## src/rtl/rwdm_pkg.sv

```systemverilog
package rwdm_pkg;

  localparam int LenW    = 31;
  localparam int TimeW   = 32;
  localparam int DutyW   = 10;
  localparam int ProdW   = TimeW + DutyW;
  localparam int StepW   = 4;

  localparam logic [LenW-1:0]  LEN_RESET = LenW'(8000);
  localparam logic [DutyW-1:0] PERMILLE  = DutyW'(1000);
  localparam logic [StepW-1:0] LAST_STEP = StepW'(DutyW - 1);

  localparam logic OP_TICK = 1'b0;
  localparam logic OP_WAKE = 1'b1;

  typedef struct packed {
    logic accept;
    logic clamp;
    logic mul;
    logic div_step;
    logic load_out;
  } rwdm_cmd_t;

  typedef struct packed {
    logic div_last;
  } rwdm_status_t;

endpackage

```

## src/rtl/retriggerable_window_duty_meter.sv

```systemverilog
// Retriggerable window duty meter.
// Input channel (in_valid/in_ready): one item per tick or wake event, with
// the event kind, a wrapping millisecond timestamp and the span over which
// the duty reading is taken. Output channel (out_valid/out_ready): one
// result item per input item, giving the window state after the event, the
// window count, the accumulated open time and the duty in permille.
// Configuration channel (cfg_valid/cfg_ready): writes the window length in
// milliseconds; it is always ready and is meant to be written while idle.
//
// Operation: an accepted item passes through a clamp state, a multiply
// state and a restoring divider that yields one duty bit per cycle, and
// its result is then loaded into the output register once that is free.
// A new item is accepted only after the previous result has been loaded.
//
// Reset (rst_n low, synchronous) closes the window, clears all counters and
// timestamps and loads the default window length of 8000 ms. If the
// receiver stalls, the finished result waits in the output register while
// the next item is accepted and processed; that item then waits for the
// output register to free before it is delivered.
module retriggerable_window_duty_meter
  import rwdm_pkg::*;
(
  input  logic              clk,
  input  logic              rst_n,
  input  logic              cfg_valid,
  output logic              cfg_ready,
  input  logic [LenW-1:0]   cfg_window_length_ms,
  input  logic              in_valid,
  output logic              in_ready,
  input  logic              in_op,
  input  logic [TimeW-1:0]  in_now_ms,
  input  logic [TimeW-1:0]  in_elapsed_ms,
  output logic              out_valid,
  input  logic              out_ready,
  output logic              out_is_open,
  output logic [DutyW-1:0]  out_duty_permille,
  output logic [TimeW-1:0]  out_window_total,
  output logic [TimeW-1:0]  out_open_time_ms
);

  rwdm_cmd_t    cmd;
  rwdm_status_t status;

  // The length register takes a write in any cycle.
  assign cfg_ready = 1'b1;

  // Sequencer: accept, clamp, multiply, divide, then hand to output.
  rwdm_ctrl u_ctrl (
    .clk       (clk),
    .rst_n     (rst_n),
    .in_valid  (in_valid),
    .in_ready  (in_ready),
    .out_valid (out_valid),
    .out_ready (out_ready),
    .cmd       (cmd),
    .status    (status)
  );

  // Window state, duty arithmetic and the output register.
  rwdm_dp u_dp (
    .clk                  (clk),
    .rst_n                (rst_n),
    .cfg_valid            (cfg_valid),
    .cfg_window_length_ms (cfg_window_length_ms),
    .in_op                (in_op),
    .in_now_ms            (in_now_ms),
    .in_elapsed_ms        (in_elapsed_ms),
    .cmd                  (cmd),
    .status               (status),
    .out_is_open          (out_is_open),
    .out_duty_permille    (out_duty_permille),
    .out_window_total     (out_window_total),
    .out_open_time_ms     (out_open_time_ms)
  );

endmodule

```

## src/rtl/rwdm_ctrl.sv

```systemverilog
module rwdm_ctrl
  import rwdm_pkg::*;
(
  input  logic         clk,
  input  logic         rst_n,
  input  logic         in_valid,
  output logic         in_ready,
  output logic         out_valid,
  input  logic         out_ready,
  output rwdm_cmd_t    cmd,
  input  rwdm_status_t status
);

  localparam logic [2:0] S_IDLE  = 3'd0;
  localparam logic [2:0] S_CLAMP = 3'd1;
  localparam logic [2:0] S_MUL   = 3'd2;
  localparam logic [2:0] S_DIV   = 3'd3;
  localparam logic [2:0] S_DONE  = 3'd4;

  logic [2:0] state_r, state_nxt;
  logic       out_valid_r, out_valid_nxt;
  logic       out_free;

  assign in_ready  = (state_r == S_IDLE);
  assign out_valid = out_valid_r;
  assign out_free  = !out_valid_r || out_ready;

  always_comb begin
    state_nxt     = state_r;
    out_valid_nxt = out_valid_r;
    cmd           = '0;
    if (out_valid_r && out_ready) begin
      out_valid_nxt = 1'b0;
    end
    unique case (state_r)
      S_IDLE: begin
        if (in_valid) begin
          cmd.accept = 1'b1;
          state_nxt  = S_CLAMP;
        end
      end
      S_CLAMP: begin
        cmd.clamp = 1'b1;
        state_nxt = S_MUL;
      end
      S_MUL: begin
        cmd.mul   = 1'b1;
        state_nxt = S_DIV;
      end
      S_DIV: begin
        cmd.div_step = 1'b1;
        if (status.div_last) begin
          state_nxt = S_DONE;
        end
      end
      S_DONE: begin
        if (out_free) begin
          cmd.load_out  = 1'b1;
          out_valid_nxt = 1'b1;
          state_nxt     = S_IDLE;
        end
      end
      default: begin
        state_nxt = S_IDLE;
      end
    endcase
  end

  always_ff @(posedge clk) begin
    if (!rst_n) begin
      state_r     <= S_IDLE;
      out_valid_r <= 1'b0;
    end else begin
      state_r     <= state_nxt;
      out_valid_r <= out_valid_nxt;
    end
  end

endmodule

```

## src/rtl/rwdm_dp.sv

```systemverilog
module rwdm_dp
  import rwdm_pkg::*;
(
  input  logic               clk,
  input  logic               rst_n,
  input  logic               cfg_valid,
  input  logic [LenW-1:0]    cfg_window_length_ms,
  input  logic               in_op,
  input  logic [TimeW-1:0]   in_now_ms,
  input  logic [TimeW-1:0]   in_elapsed_ms,
  input  rwdm_cmd_t          cmd,
  output rwdm_status_t       status,
  output logic               out_is_open,
  output logic [DutyW-1:0]   out_duty_permille,
  output logic [TimeW-1:0]   out_window_total,
  output logic [TimeW-1:0]   out_open_time_ms
);

  logic [LenW-1:0]  len_r;
  logic             open_r;
  logic [TimeW-1:0] deadline_r, mark_r, accum_r, count_r;
  logic [TimeW-1:0] span_r, t_r;
  logic             span_zero_r;
  logic [ProdW-1:0] rem_r, dsh_r;
  logic [DutyW-1:0] quot_r;
  logic [StepW-1:0] step_r;
  logic             is_open_r;
  logic [DutyW-1:0] duty_r;
  logic [TimeW-1:0] total_r, otime_r;

  logic [TimeW-1:0] gap;
  logic [TimeW-1:0] since_dl;
  logic             reached;
  logic             fits;

  assign gap      = in_now_ms - mark_r;
  assign since_dl = in_now_ms - deadline_r;
  assign reached  = !since_dl[TimeW-1];
  assign fits     = (rem_r >= dsh_r);
  assign status.div_last = (step_r == LAST_STEP);

  // Control state: configuration register and window tracking.
  always_ff @(posedge clk) begin
    if (!rst_n) begin
      len_r      <= LEN_RESET;
      open_r     <= 1'b0;
      deadline_r <= '0;
      mark_r     <= '0;
      accum_r    <= '0;
      count_r    <= '0;
      step_r     <= '0;
    end else begin
      if (cfg_valid) begin
        len_r <= cfg_window_length_ms;
      end
      if (cmd.accept) begin
        mark_r <= in_now_ms;
        if (open_r) begin
          accum_r <= accum_r + gap;
        end
        if (in_op == OP_WAKE) begin
          if (!open_r) begin
            open_r  <= 1'b1;
            count_r <= count_r + 1'b1;
          end
          deadline_r <= in_now_ms + {1'b0, len_r};
        end else if (open_r && reached) begin
          open_r <= 1'b0;
        end
      end
      if (cmd.mul) begin
        step_r <= '0;
      end else if (cmd.div_step) begin
        step_r <= step_r + 1'b1;
      end
    end
  end

  // Duty reading: clamp, multiply by 1000, then one quotient bit per cycle.
  always_ff @(posedge clk) begin
    if (cmd.accept) begin
      span_r      <= in_elapsed_ms;
      span_zero_r <= (in_elapsed_ms == '0);
    end
    if (cmd.clamp) begin
      t_r <= (accum_r > span_r) ? span_r : accum_r;
    end
    if (cmd.mul) begin
      rem_r  <= ProdW'(t_r) * ProdW'(PERMILLE);
      dsh_r  <= ProdW'({span_r, {(DutyW-1){1'b0}}});
      quot_r <= '0;
    end else if (cmd.div_step) begin
      if (fits) begin
        rem_r <= rem_r - dsh_r;
      end
      quot_r <= {quot_r[DutyW-2:0], fits};
      dsh_r  <= dsh_r >> 1;
    end
    if (cmd.load_out) begin
      is_open_r <= open_r;
      duty_r    <= span_zero_r ? '0 : quot_r;
      total_r   <= count_r;
      otime_r   <= accum_r;
    end
  end

  assign out_is_open       = is_open_r;
  assign out_duty_permille = duty_r;
  assign out_window_total  = total_r;
  assign out_open_time_ms  = otime_r;

endmodule

```

## config.mk

```make
export PLATFORM = sky130hd
export DESIGN_NAME = retriggerable_window_duty_meter
export DESIGN_NICKNAME = d
export VERILOG_FILES = /design/src/rtl/rwdm_pkg.sv /design/src/rtl/retriggerable_window_duty_meter.sv /design/src/rtl/rwdm_ctrl.sv /design/src/rtl/rwdm_dp.sv
export SDC_FILE = /design/constraint.sdc
export NUM_CORES = 1
export LEC_CHECK = 0
export ABC_AREA = 0
export BUFFER_PORTS_ARGS = -buffer_cell sky130_fd_sc_hd__buf_2
export CAP_MARGIN = 40
export CORE_MARGIN = 8
export CORE_UTILIZATION = 45
export DETAILED_ROUTE_END_ITERATION = 10
export REMOVE_ABC_BUFFERS = 1
export SLEW_MARGIN = 30
export SYNTH_ARGS = -nofsm -noshare
export SYNTH_HDL_FRONTEND = slang
export SYNTH_SLANG_ARGS = --single-unit
```

## constraint.sdc

```tcl
create_clock -name clk -period 5.7 [get_ports clk]
set_input_delay 0.855 -clock clk [delete_from_list [all_inputs] [get_ports clk]]
set_output_delay 0.855 -clock clk [all_outputs]
set_load 0.005 [all_outputs]
```

* After elaboration in Yosys (flattened, before gate mapping)
Cells that the tools add are included.
** Operators by class
- $add $sub $neg :: 7
- Multipliers :: 1
- Equal/unequal tests :: 8
- Reduce and logical (&&, ||, !) cells :: 18
- Muxes and demuxes :: 22
- Bitwise gates (word level) :: 2
- Magnitude comparators :: 2
** Operators by type and width (number)
- $mux 42 :: 3
- $mux 41 :: 2
- $sub 32x32->32 :: 2
- $ge 42x41->1 :: 1
- $sub 42x41->42 :: 1
- $mul 32x7->39 const B :: 1
- $add 32x1->32 const B :: 1
- $add 32x31->32 :: 1
- $add 32x32->32 :: 1
- $gt 32x32->1 :: 1
- $logic_not 32->1 :: 1
- $mux 32 :: 1
- $pmux 3 s5 :: 1
- $mux 1 :: 12
- $reduce_and 2->1 :: 5
- $mux 3 :: 3
- $eq 3x2->1 const B :: 2
- $reduce_and 3->1 :: 2
- $reduce_bool 2->1 :: 3
- $add 4x1->4 const B :: 1
- $eq 4x4->1 const B :: 1
- $ne 2x2->1 const B :: 2
- $eq 3x1->1 const B :: 1
- $eq 3x3->1 const B :: 1
- other kinds (7) :: 10
** Storage, ports and cells
- Bits in registers :: 401
- Logic and storage cells :: 81
- Output and inout bits :: 78
- Input port bits :: 101

* Logic depth before layout (Yosys ltp)
- Depth in word-level cells :: 5
- Gate-level depth with buffers :: 19

* Hierarchy
From an unflattened synthesis, not the netlist that was laid out.
** Unflattened totals
- Cell total of the unflattened synthesis :: 2895
- Area, all modules :: 28366.0 µm²
** By module, submodules not included
- rwdm_dp :: cells an instance 2867, area each 28115.7 µm², instances 1
- rwdm_ctrl :: cells an instance 26, area each 239.0 µm², instances 1
- retriggerable_window_duty_meter :: cells an instance 2, area each 11.3 µm², instances 1

* Worst setup path after synthesis
Ideal clock, no wire load.
- Path kind :: reg-to-reg
- Start :: reg u_dp.t_r[5]
- End :: reg u_dp.rem_r[39], data pin
- Stages on the path, launching flop included :: 19
- Buffers on the path :: 0
- Setup slack :: 625 ps
- Data required time :: 5431 ps
- Arrival time :: 4807 ps
- Cell sequence :: edfxtp_1 inv_1 fa_1 fa_1 fa_1 fa_1 inv_1 ha_1 a21oi_1 nor2_1 a2111oi_0 a21oi_1 a21oi_2 o21bai_1 a21oi_1 o21ai_1 a311oi_1 xor2_1 o22ai_1
** Between the ends
- Word-level cells in the longest chain between the ends :: 2
** RTL lines
- start, declared :: line rwdm_dp.sv:22 : logic [TimeW-1:0] span_r, t_r;
- start signal, assigned :: line rwdm_dp.sv:86 : t_r <= (accum_r > span_r) ? span_r : accum_r;
- $mul 32x7->39 :: line rwdm_dp.sv:89 : rem_r <= ProdW'(t_r) * ProdW'(PERMILLE);
- $mux 42 :: line rwdm_dp.sv:88 : if (cmd.mul) begin
- end signal, assigned :: line rwdm_dp.sv:89
- end signal, assigned :: line rwdm_dp.sv:94 : rem_r <= rem_r - dsh_r;
- end, declared :: line rwdm_dp.sv:24 : logic [ProdW-1:0] rem_r, dsh_r;
No other way between the ends.
A chain may end at the register's enable or synchronous reset.

* Worst setup path after layout
- Start :: reg u_dp.t_r[4]
- End :: reg u_dp.rem_r[39], data pin
The elaborated chain is that of the path after synthesis.

==> summary.txt <==
Outcome
  – Status: finished, final reports clean

Synthesis
  – Synth area leader: edfxtp_1
  – Yosys warnings: 0
  – Average cell area after synthesis: 9.536 um2
  – Main synth FF type: edfxtp_1
  – Largest cells by area after synthesis: edfxtp_1 (23%), dfxtp_1 (14%), ha_1 (11%)
  – Post-synth EDFFs: 211
  – Cell Area, Synth: 0.02776 mm2
  – Post-synth top area share: 22.83%
  – Count of cell types in the netlist: 93
  – Syn Inst Count: 2911
  – Sequential fraction of the synthesis area: 36.53%
  – Post-synthesis register bit count: 401
  – Post-synthesis async set-or-reset flop share: 0%

Floorplanning
  – FP Rows: 91
  – Die span in x: 264.4 um
  – Starting density of the core: 45.23%
  – Die Area: 0.06989 mm2
  – Die Ht: 264.4 um
  – Core region area: 0.06137 mm2
  – I/O pin total: 179

Power and ir drop
  – Sw frac: 43.52%
  – Leakage: 13.51 nW
  – Total Power: 16.85 mW
  – Pwr dens: 542.7 mW/mm2
  – Reg power frac: 21.4%
  – Logic gate share of total power: 61.2%
  – Psw: 7.333 mW
  – VDD IR-drop max: 0.3658 mV
  – Clock power share: 17.4%
  – Internal: 9.517 mW

Global routing
  – Pin count of the biggest net entering global routing: 77
  – Initial antenna violation count: 9
  – Tot GR Track Use: 18.93%
  – Met2 GRT Util: 33.10%
  – Top Usage Layer GRT: met2
  – First-pass GRT wire length: 109600 um
  – GR Util met3: 3.540%
  – M1 GR Usage: 23.38%
  – Remaining global-route overflow: 0
  – Vias in the first global route: 21.31k

Setup path
  – Endpoint type of the worst setup path: flop
  – Most Frequent Cell on Critical Path: fa_1
  – Startpoint types: flop
  – Max incr delay on CP: 0.54 ns
  – Critical path peak fanout: 5
  – Worst EP required: 5.97 ns
  – Worst Setup Path Type: reg -> reg
  – CP delay by family, top: adder cells
  – Critical-path top delay cell: fa_1
  – CP Buf/Inv Count: 2
  – WP data arrival: 5.70 ns
  – CP Cell Sequence: inv_1 -> fa_1 -> fa_1 -> fa_1 -> fa_1 -> inv_1 -> ha_1 -> a21oi_1 -> nor2_1 -> a2111oi_1 -> a21oi_1 -> a21oi_2 -> o21bai_1 -> a21oi_2 -> o21ai_1 -> a311oi_2 -> xor2_1 -> o22ai_1

Cells and area
  – Most common cell after layout, fill and taps aside: inv_1
  – Area Overhead vs Synth: 11.86%
  – Layout Nets: 3578
  – Most frequent cells in the layout: inv_1 (405), nand2_1 (315), ha_1 (254)
  – Layout cells sized above 1: 11.13%
  – Fill cells: 5579

Routing
  – Pre-Repair DR Iteration Count: 5
  – Vias: 20.60k
  – DRC Markers: 0
  – WL/cell: 17.14 um
  – DR vias/cell: 5.278
  – Drt total wl: 66890 um
  – Final ANT Viol Nets: 0
  – Detailed router's first-iteration violation count: 1044

STA
  – Endpoints failing setup: 0
  – Final Cycle Share: 95.32%
  – Hold Vio Cnt, Final: 0
  – Final min period: 5.433 ns
  – Skew final: 0.02682 ns
  – WHS: 0.4491 ns
  – Pins Over Slew Limit: 0
  – Worst slew pin tran: 0.7328 ns
  – Fmax: 184.1 MHz
  – Worst relative slew slack: 51.15%

Clock tree
  – CTS Hold Buffers Added: 0
  – Setup Fix Bufs, Post-CTS: 0
  – Clock buffer depth: 3
  – CTS tree: built
  – Total CTS buffers: 45
  – Worst-Skew Late Latency: 0.58 ns
  – Clock slew at reported path FFs: 0.06 ns
  – CTS Sinks: 401
  – Post-CTS sizing: 0
  – Clock root buffer: clkbuf_16
  – Htree depth: 2

Run
  – Max_cap viols: 0

Place
  – Input/output buffers: 177
  – Placer congestion estimate: 0.9270
  – Hpwl dp: 51890 um

Hold path
  – Hold WC Path Type: reg -> reg
cells in the mapped netlist, types with 22 or more instances:
master    count
a21o_1       96
xnor2_1      76
nand4_1      34
o21ai_0      66
clkbuf_1     62
edfxtp_1    211
nand2b_1     24
nor2b_1      33
nand2_1     317
nor2_1      154
o21a_1       22
fa_1        151
a21oi_1     245
xor2_1       78
dfxtp_1     190
mux2i_1      32
a211oi_1     22
o22ai_1      51
ha_1        254
o21ai_1      70
nand3_1      45
inv_1       416
and3_1       24
routing by layer:
layer	vias to the layer above	routed length, um
met5	-	56
met4	8	2018
met3	118	3239
met2	405	32130
met1	9737	29440
li1	10330	-
power groups by stage:
| stage | Combinational, mW | Sequential (mW) | Clock (mW) |
|---|---|---|---|
| floorplan | 7.90 | 3.62 | 0 |
| global placement | 9.82 | 3.65 | 0 |
| detailed placement | 10.0 | 3.66 | 0 |
| CTS | 10.1 | 3.60 | 3.02 |
| global route | 11.5 | 3.63 | 3.12 |
| finish | 10.3 | 3.60 | 2.94 |
stage by stage:
stage	cell area, um2	setup TNS [ns]	utilization, %	setup slack (ns)	instances
final	31050	0	50.60	0.2668	3903
after global routing	31040	-0.008245	50.58	-0.008245	3900
after CTS	30930	0	50.40	0.04208	3894
after detailed placement	29440	0	47.97	0.1120	3811
after global placement	29410	0	47.92	0.2061	3809
after floorplan	27370	0	-	0.1949	2823
kinds of logic (layout without fill, tap and decap cells):
logic type	Yosys count	in the layout	share of synthesized area [%]
and+or+nand+nor	711	711	11.81
DFF	401	401	36.53
buffers and inverters	505	702	7.058
xor gates and xnor gates	154	154	4.859
other	1	6	0.01351
muxes	36	36	1.316
adders and majority gates	405	405	22.34
AOI/OAI and AO/OA	698	698	16.08
sequential cells by signal, summed over array words and instances (netlist names):
register                cells
u_ctrl.out_valid            1
u_ctrl.state_r              3
u_dp.accum_r               32
u_dp.count_r               32
u_dp.deadline_r            32
u_dp.dsh_r                 41
u_dp.len_r                 31
u_dp.mark_r                32
u_dp.open_r                 1
u_dp.out_duty_permille     10
u_dp.out_is_open            1
u_dp.out_open_time_ms      32
u_dp.out_window_total      32
u_dp.quot_r                10
u_dp.rem_r                 42
u_dp.span_r                32
u_dp.span_zero_r            1
u_dp.step_r                 4
u_dp.t_r                   32
cell type report:
type                       count  area (um2)  share of cell area (%)
clock inverter                28       287.8                  0.9268
timing repair buffer         202        1132                   3.647
multi-input combinational   2005       15720                   50.61
antenna                        5       12.51                 0.04029
clock buffer                  55        1205                   3.880
inverter                     417        1569                   5.053
tap                          790       988.4                   3.183
sequential                   401       10140                   32.65
worst reg2reg max path, delay by kind of cell, from the launching register on:
family	cells	cell delay, ns
and+or+nand+nor	1	0.07
xor gates and xnor gates	1	0.17
buffers and inverters	2	0.23
AOI/OAI and AO/OA	9	1.90
DFF	1	0.44
adders and majority gates	5	2.31
path summary, 6_finish.rpt:
kind	start	to	slack (ns)	depth (start not counted)
setup / recovery	u_dp.t_r[4]$_DFFE_PP_	u_dp.rem_r[39]$_DFFE_PP_	0.27	18
setup reg to reg	u_dp.t_r[4]$_DFFE_PP_	u_dp.rem_r[39]$_DFFE_PP_	0.27	18
hold reg to reg	u_dp.count_r[31]$_SDFFE_PN0P_	u_dp.out_window_total[31]$_DFFE_PP_	0.45	0
hold / removal	u_dp.count_r[31]$_SDFFE_PN0P_	u_dp.out_window_total[31]$_DFFE_PP_	0.45	0
Note: power is estimated with default switching activity, not from simulation.
